`src/rtl/crc32b_pkg.sv`:
```
// Shared constants, types and the CRC table function for the byte-wise CRC-32 engine.
// No dependencies; the step module and the top level import this package.
`default_nettype none

package crc32b_pkg;

  localparam int CRC_W      = 32;
  localparam int BYTE_W     = 8;
  localparam int CFG_ADDR_W = 3;
  localparam int CFG_DATA_W = 32;

  typedef logic [CRC_W-1:0]  crc_t;
  typedef logic [BYTE_W-1:0] byte_t;

  localparam crc_t KEY_STANDARD  = 32'hEDB88320;
  localparam crc_t KEY_ALTERNATE = 32'h04C11DB7;
  localparam crc_t CRC_INIT      = 32'hFFFFFFFF;

  // Register index, taken from the word address of the configuration port.
  localparam logic REG_POLY_SELECT = 1'b0;

  // Controls that go with one byte into the update step.
  typedef struct packed {
    logic first_byte;
    logic poly_sel;
  } step_ctl_t;

  // Contents of the input register.
  typedef struct packed {
    byte_t     data_byte;
    logic      last_byte;
    step_ctl_t ctl;
  } in_req_t;

  // One table entry: eight conditional shift-xor steps with the chosen key.
  function automatic crc_t table_entry(input byte_t idx, input crc_t key);
    crc_t v;
    v = {{(CRC_W-BYTE_W){1'b0}}, idx};
    for (int k = 0; k < BYTE_W; k++) begin
      if (v[0]) begin
        v = (v >> 1) ^ key;
      end else begin
        v = v >> 1;
      end
    end
    return v;
  endfunction

endpackage

`default_nettype wire

```
`src/rtl/crc32b_if.sv`:
```
// Stream interfaces of the CRC engine: the byte request channel and the result channel.
// Stand-alone; widths follow the fixed field widths of the block.
`default_nettype none

interface crc32b_byte_if;
  logic       valid;
  logic       ready;
  logic [7:0] data_byte;
  logic       first_byte;
  logic       last_byte;

  modport source(output valid, output data_byte, output first_byte, output last_byte,
                 input ready);
  modport sink(input valid, input data_byte, input first_byte, input last_byte,
               output ready);
endinterface

interface crc32b_result_if;
  logic        valid;
  logic        ready;
  logic [31:0] crc_value;

  modport source(output valid, output crc_value, input ready);
  modport sink(input valid, input crc_value, output ready);
endinterface

`default_nettype wire

```
`src/rtl/crc32b_step.sv`:
```
// One byte update of the reflected CRC register: reload, index, table lookup and xor.
// Depends on crc32b_pkg for the keys, the init value and the table function.
`default_nettype none

module crc32b_step (
  input  wire crc32b_pkg::crc_t      crc_in,
  input  wire crc32b_pkg::byte_t     data_byte,
  input  wire crc32b_pkg::step_ctl_t ctl,
  output crc32b_pkg::crc_t           crc_out
);
  import crc32b_pkg::*;

  crc_t  crc_base;
  crc_t  key;
  byte_t idx;

  always_comb begin
    crc_base = ctl.first_byte ? CRC_INIT : crc_in;
    key      = ctl.poly_sel ? KEY_ALTERNATE : KEY_STANDARD;
    idx      = data_byte ^ crc_base[BYTE_W-1:0];
    crc_out  = (crc_base >> BYTE_W) ^ table_entry(idx, key);
  end

endmodule

`default_nettype wire

```
`src/rtl/crc32_byte_engine_two_poly.sv`:
```
// Top level of the byte-wise CRC-32 engine with two selectable keys.
// Depends on crc32b_pkg, the stream interfaces in crc32b_if and crc32b_step.
`default_nettype none

// The engine takes one message byte per request on the byte channel and keeps a
// 32-bit reflected CRC register. A request with first_byte set restarts the
// register from all ones before its byte is folded in; a request with last_byte
// set produces one result, the inverted register, on the result channel. Bytes
// without first_byte continue from the register as it stands, also after a
// finished message. The poly_select register (byte address 0) picks the key:
// 0 gives the standard CRC-32 key 0xEDB88320, 1 gives 0x04C11DB7 in the same
// right-shifting form. Write poly_select only while the engine is idle.
// Throughput is one byte per clock cycle while the byte channel is not held
// off: a request sits in the input register while the combinational table
// step updates the CRC register, so consecutive bytes of a message can be
// taken in consecutive cycles. The byte channel holds off only when a last
// byte is in the input register and the result register is still full and
// not being taken.
module crc32_byte_engine_two_poly (
  input  wire                                 clk,
  input  wire                                 rst,
  crc32b_byte_if.sink                         bytes,
  crc32b_result_if.source                     results,
  input  wire                                 psel,
  input  wire                                 penable,
  input  wire                                 pwrite,
  input  wire [crc32b_pkg::CFG_ADDR_W-1:0]    paddr,
  input  wire [crc32b_pkg::CFG_DATA_W-1:0]    pwdata,
  output logic [crc32b_pkg::CFG_DATA_W-1:0]   prdata,
  output logic                                pready
);
  import crc32b_pkg::*;

  // Configuration register.
  logic poly_select;
  logic cfg_write;
  logic cfg_index;

  // Input register stage.
  logic    in_valid;
  in_req_t in_req;

  // CRC register and result register.
  crc_t crc_state;
  crc_t crc_next;
  logic res_valid;
  crc_t res_value;

  logic advance;
  logic res_free;

  assign pready    = 1'b1;
  assign cfg_index = paddr[2];
  assign cfg_write = psel && penable && pwrite && pready;

  always_comb begin
    prdata = '0;
    case (cfg_index)
      REG_POLY_SELECT: prdata = {{(CFG_DATA_W-1){1'b0}}, poly_select};
      default:         prdata = '0;
    endcase
  end

  always_ff @(posedge clk) begin
    if (rst) begin
      poly_select <= 1'b0;
    end else if (cfg_write && (cfg_index == REG_POLY_SELECT)) begin
      poly_select <= pwdata[0];
    end
  end

  // The result register is free when empty or when its result is taken now.
  assign res_free = !res_valid || results.ready;
  // A byte that does not end a message never waits on the result side.
  assign advance  = in_valid && (!in_req.last_byte || res_free);
  assign bytes.ready = !in_valid || advance;

  always_ff @(posedge clk) begin
    if (rst) begin
      in_valid <= 1'b0;
    end else if (bytes.ready) begin
      in_valid <= bytes.valid;
    end
  end

  // The key choice is latched with the byte; the user changes configuration only while idle (not enforced here).
  always_ff @(posedge clk) begin
    if (bytes.valid && bytes.ready) begin
      in_req.data_byte      <= bytes.data_byte;
      in_req.last_byte      <= bytes.last_byte;
      in_req.ctl.first_byte <= bytes.first_byte;
      in_req.ctl.poly_sel   <= poly_select;
    end
  end

  crc32b_step u_step (
    .crc_in    (crc_state),
    .data_byte (in_req.data_byte),
    .ctl       (in_req.ctl),
    .crc_out   (crc_next)
  );

  always_ff @(posedge clk) begin
    if (rst) begin
      crc_state <= CRC_INIT;
    end else if (advance) begin
      crc_state <= crc_next;
    end
  end

  always_ff @(posedge clk) begin
    if (rst) begin
      res_valid <= 1'b0;
    end else if (advance && in_req.last_byte) begin
      res_valid <= 1'b1;
    end else if (results.ready) begin
      res_valid <= 1'b0;
    end
  end

  always_ff @(posedge clk) begin
    if (advance && in_req.last_byte) begin
      res_value <= ~crc_next;
    end
  end

  assign results.valid     = res_valid;
  assign results.crc_value = res_value;

endmodule

`default_nettype wire

```
`src/flat_wrapper.sv`:
```
// flat-port wrapper written by rule: the top's interface ports become plain ports
module crc32_byte_engine_two_poly_flat import crc32b_pkg::*;
  (clk, rst, psel, penable, pwrite, paddr, pwdata, prdata, pready, bytes_valid, bytes_data_byte, bytes_first_byte, bytes_last_byte, bytes_ready, results_valid, results_crc_value, results_ready);
  crc32b_byte_if bytes_i ();
  crc32b_result_if results_i ();
  input  wire clk;
  input  wire rst;
  input  wire psel;
  input  wire penable;
  input  wire pwrite;
  input  wire [crc32b_pkg::CFG_ADDR_W-1:0] paddr;
  input  wire [crc32b_pkg::CFG_DATA_W-1:0] pwdata;
  output logic [crc32b_pkg::CFG_DATA_W-1:0] prdata;
  output logic pready;
  input wire logic [$bits(bytes_i.valid)-1:0] bytes_valid;
  input wire logic [$bits(bytes_i.data_byte)-1:0] bytes_data_byte;
  input wire logic [$bits(bytes_i.first_byte)-1:0] bytes_first_byte;
  input wire logic [$bits(bytes_i.last_byte)-1:0] bytes_last_byte;
  output wire logic [$bits(bytes_i.ready)-1:0] bytes_ready;
  output wire logic [$bits(results_i.valid)-1:0] results_valid;
  output wire logic [$bits(results_i.crc_value)-1:0] results_crc_value;
  input wire logic [$bits(results_i.ready)-1:0] results_ready;
  assign bytes_i.valid = bytes_valid;
  assign bytes_i.data_byte = bytes_data_byte;
  assign bytes_i.first_byte = bytes_first_byte;
  assign bytes_i.last_byte = bytes_last_byte;
  assign bytes_ready = bytes_i.ready;
  assign results_valid = results_i.valid;
  assign results_crc_value = results_i.crc_value;
  assign results_i.ready = results_ready;
  crc32_byte_engine_two_poly u_core (.clk(clk), .rst(rst), .bytes(bytes_i), .results(results_i), .psel(psel), .penable(penable), .pwrite(pwrite), .paddr(paddr), .pwdata(pwdata), .prdata(prdata), .pready(pready));
endmodule
```
`config.mk`:
```
export PLATFORM = sky130hd
export DESIGN_NAME = crc32_byte_engine_two_poly_flat
export DESIGN_NICKNAME = d
export VERILOG_FILES = /design/src/rtl/crc32b_pkg.sv /design/src/rtl/crc32b_if.sv /design/src/rtl/crc32b_step.sv /design/src/rtl/crc32_byte_engine_two_poly.sv /design/src/flat_wrapper.sv
export SDC_FILE = /design/constraint.sdc
export NUM_CORES = 1
export LEC_CHECK = 0
export ABC_CLOCK_PERIOD_IN_PS = 5000
export BUFFER_PORTS_ARGS = -buffer_cell sky130_fd_sc_hd__buf_2
export CAP_MARGIN = 20
export CELL_PAD_IN_SITES_DETAIL_PLACEMENT = 0
export CELL_PAD_IN_SITES_GLOBAL_PLACEMENT = 1
export CORE_MARGIN = 2
export CORE_UTILIZATION = 25
export DETAILED_ROUTE_END_ITERATION = 7
export GPL_TIMING_DRIVEN = 1
export PLACE_DENSITY_LB_ADDON = 0.1
export SETUP_SLACK_MARGIN = 0.1
export SLEW_MARGIN = 20
export SYNTH_ARGS = -nofsm -noshare
export SYNTH_HDL_FRONTEND = slang
export SYNTH_SLANG_ARGS = --single-unit
```
`constraint.sdc`:
```
create_clock -name clk -period 5 [get_ports clk]
set_input_delay 0.25 -clock clk [delete_from_list [all_inputs] [get_ports clk]]
set_output_delay 0.25 -clock clk [all_outputs]
set_load 0.01 [all_outputs]
```
==> summary.txt <==
Run status
  – Status: finished, final reports clean

Worst setup path
  – FF-to-FF Start: u_core.in_req[4]
  – RR Endpoint: u_core.results.crc_value[7]
  – Worst Setup End Kind: flip-flop
  – Top delay family on crit path: simple AND/OR/NAND/NOR gates
  – Worst Path Arrival: about 4.7 ns
  – Worst Path Class, Setup: reg -> reg
  – Type of origin of the critical path: flip-flop
  – Worst Path Buf+Inv: 2
  – CP peak stage delay: ~0.52 ns
  – CP max FO: 14
  – Worst R2R Setup Slack: 0.37 ns
  – CP cell instances: or3_4, nand3_2, xnor2_1, inv_1, ha_1, nor4_2, a211o_1, nand2_2, buf_4, a311oi_1, nand4_2, xor2_1, a21oi_1, or2_1
  – CP startpoint: u_core.in_req[4]
  – R2R cell count: 14
  – Cell count along the critical path: 14
  – Critical Path End: u_core.results.crc_value[7]
  – Critical path's slowest cell: edfxtp_1
  – CP required: 5.10 ns

Final layout
  – Antenna cells: 0
  – Design area: between 6000 and 7000 sq um
  – Nets: 662
  – Synth-to-layout area growth: 14.0%
  – Layout cell share with drive strength beyond 1: about a fifth

GRT
  – First-pass GRT wire length: between 20000 and 25000 um
  – Gr usage total: about 13%
  – Initial antenna violation count: 0
  – Largest net degree at the start of global routing: 59
  – Vias in the first global route: 3898
  – Total grt overflow: 0

STA
  – Final Setup Violations: 0
  – Part of the cycle the worst path needs: about 93%
  – Fin Clk Skew: a little over 0.01 ns
  – Fin crit period: 4.63 ns
  – Final setup margin: ~0.37 ns
  – RSZ-0062 raised after global routing: true
  – Fmax: 216 MHz
  – Slew margin rel.: 36.8%
  – Final hold violation count: 0
  – Worst-margin pin slew: ~0.94 ns
  – Setup_tns: 0 ns
  – Max-slew violations: 0

Job
  – Max-Cap Viols: 0

Clock network
  – TritonCTS clock tree: done
  – Max Root-Sink Buffers: 2
  – CTS Buf Count: 9
  – Clock transition at path regs: 0.07 ns
  – Clock insertion delay at the later pin of the skew report: approximately 0.35 ns
  – H-tree levels: 3
  – Setup bufs post-CTS: 0
  – Hold Buf Count CTS: 0
  – Clock Sinks: 78
  – Clk root buf: clkbuf_16

Floorplan
  – Die Area: roughly 23000 sq um
  – Row count: 54
  – Die H: approximately 150 um
  – I/O Pins: roughly 120
  – Core ar.: between 20000 and 25000 sq um
  – Initial Util: 25.4%
  – Chip Width: 153 um

Synthesis
  – Asr flop ratio synth: 0%
  – Cells after Synth: 550
  – Sequential-to-total area share from yosys stat: a little over a third
  – Post-synth top flop: edfxtp_1
  – Distinct cells, synth: between 70 and 80
  – Syn Std Cell Area: approximately 5500 sq um
  – Synth Warn #: 0
  – Yosys reg bits: 78
  – Mapped Avg Cell Area: between 10 and 15 sq um
  – EDFF count, synth: between 40 and 50

Place
  – Number of port buffers: 53
  – Place WS: about 0.35 ns
  – Final HPWL DP: 11800 um
  – Placement-stage cell area: between 5000 and 6000 sq um
  – Gpl congestion: roughly 0.85

Route
  – Drt first pass iters: 4
  – Avg Vias per Cell: between 4 and 5
  – Detail Route Antenna Nets: 0
  – Via count: 3966
  – DR iter-0 viols: between 200 and 250
  – DRC Markers: 0
  – Wire length per cell: approximately 17 um
  – Routed WL: 15400 um

Min path
  – Min-delay worst type: in -> reg

Power
  – Worst IR Drop VDD: approximately 0.16 mV
  – Leakage: between 2 and 2.5 nW
  – Power density cells: ~450 nW/um^2
[cells in the mapped netlist (3+ instances only)]
master    number  area share [%]
nand3_1        8            0.72
xor2_1        19             3.0
o211ai_1      23             3.1
nor3_1        16             1.4
a211o_1        4            0.63
ha_1          10             2.3
buf_1          5            0.34
nand2_1       44             3.0
and2_1         5            0.57
buf_2          3            0.27
buf_6          5             1.0
a31oi_1        7            0.79
nor2b_1        4            0.45
and3_1         4            0.45
nor2_1        44             3.0
xnor2_2        3            0.88
o21ai_0       10            0.91
nor4_1         4            0.45
xnor2_1       86              14
or3_1          5            0.57
clkbuf_1      15             1.0
edfxtp_1      43              23
xnor3_1       13             5.3
dfxtp_1       35              13
o21ai_1        4            0.36
a21oi_1       23             2.1
buf_4         32             4.3
inv_1          7            0.48
mux2i_1       10             1.8
[worst register-to-register path, stage by stage, from the launching register on]
cell,delay (ns)
edfxtp_1,0.52
or3_4,0.40
nand3_2,0.19
xnor2_1,0.20
inv_1,0.14
ha_1,0.41
nor4_2,0.43
a211o_1,0.35
nand2_2,0.10
buf_4,0.21
a311oi_1,0.32
nand4_2,0.32
xor2_1,0.43
a21oi_1,0.11
or2_1,0.23
[logic make-up (layout without fill, tap and decap cells)]
kind of cell             after synthesis  count (layout)  synth area share, %
multiplexers                          14              14                 2.74
adder cells (fa/ha/maj)               12              12                 2.62
AO/OA/AOI/OAI                         98              98                 12.9
buffers and inverters                 68              93                 7.53
flip-flops                            78              78                 36.0
XOR/XNOR                             123             123                 23.8
other                                  2              32                0.136
AND/OR/NAND/NOR                      155             155                 14.2
[registers in the layout (all words and copies together), names as in the netlist]
register and cells:
u_core.in_valid 1, u_core.crc_state 32, u_core.results.crc_value 32, u_core.poly_select 1
u_core.in_req 11, u_core.results.valid 1
[metrics by stage]
step	util [%]	hold WS, ns	power [mW]	std cells
2_1_floorplan	-	0.349	1.89	580
3_3_place_gp	27.5	0.426	2.23	868
3_5_place_dp	27.5	0.428	2.22	868
4_1_cts	28.8	0.0559	2.90	884
5_1_grt	29.0	0.0615	3.04	885
6_report	29.0	0.0677	2.86	885
[final cells by class]
type | count | area, sq um
Clock buffer | 9 | 225
Inverter | 8 | 30.0
Clock inverter | 7 | 63.8
Tap cell | 280 | 350
Timing Repair Buffer | 69 | 398
Fill cell | 2315 | 15500
Sequential cell | 78 | 1990
Multi-Input combinational cell | 434 | 3250
[layout by cell type, fill, tap and decap left out, drive strengths merged, types with 3 or more instances in the layout]
cell and n:
ha 10, buf 69, or3 6, xor2 19, nor4 5, mux2i 11
a31oi 8, a211o 4, and2 6, and3 4, conb 32, xnor3 13
o211ai 24, nor2b 4, clkbuf 9, o21a 3, o21ai 15, nor2 48
nand2 46, mux2 3, xnor2 91, inv 11, a211oi 3, nor3 18
a311oi 3, dfxtp 35, a21oi 23, edfxtp 43, nand3 9
[where the power goes]
group / switching (mW) / total [mW] / internal (mW)
Combinational: 0.756 / 1.35 / 0.593
Sequential: 0.0397 / 0.848 / 0.808
Clock: 0.310 / 0.658 / 0.348
[worst min-delay path by stage]
stage | to | from | slack (ns) | cells after the start
floorplan | u_core.in_req[10] | bytes_data_byte[7] | 0.35 | 0
global placement | u_core.in_req[3] | bytes_data_byte[0] | 0.43 | 1
detailed placement | u_core.in_req[2] | bytes_last_byte | 0.43 | 1
CTS | u_core.in_req[3] | bytes_data_byte[0] | 0.06 | 1
global route | u_core.in_req[9] | bytes_data_byte[6] | 0.06 | 1
finish | u_core.in_req[3] | bytes_data_byte[0] | 0.07 | 1
[repair_timing]
action / 4_1_cts / 5_1_grt
endpoints found under the setup margin: 0 / 2
endpoints found under the hold margin: 0 / 0
gates resized for setup: 0 / 2
[metal layers]
metal | GRT usage [%] | vias up | routed length, um
met5 | 0 | - | 0
li1 | - | 1966 | -
met4 | 3.35 | 0 | 189
met1 | 18.3 | 1895 | 7350
met3 | 2.53 | 12 | 627
met2 | 21.9 | 93 | 7230
Note: power is estimated with default switching activity, not from simulation.
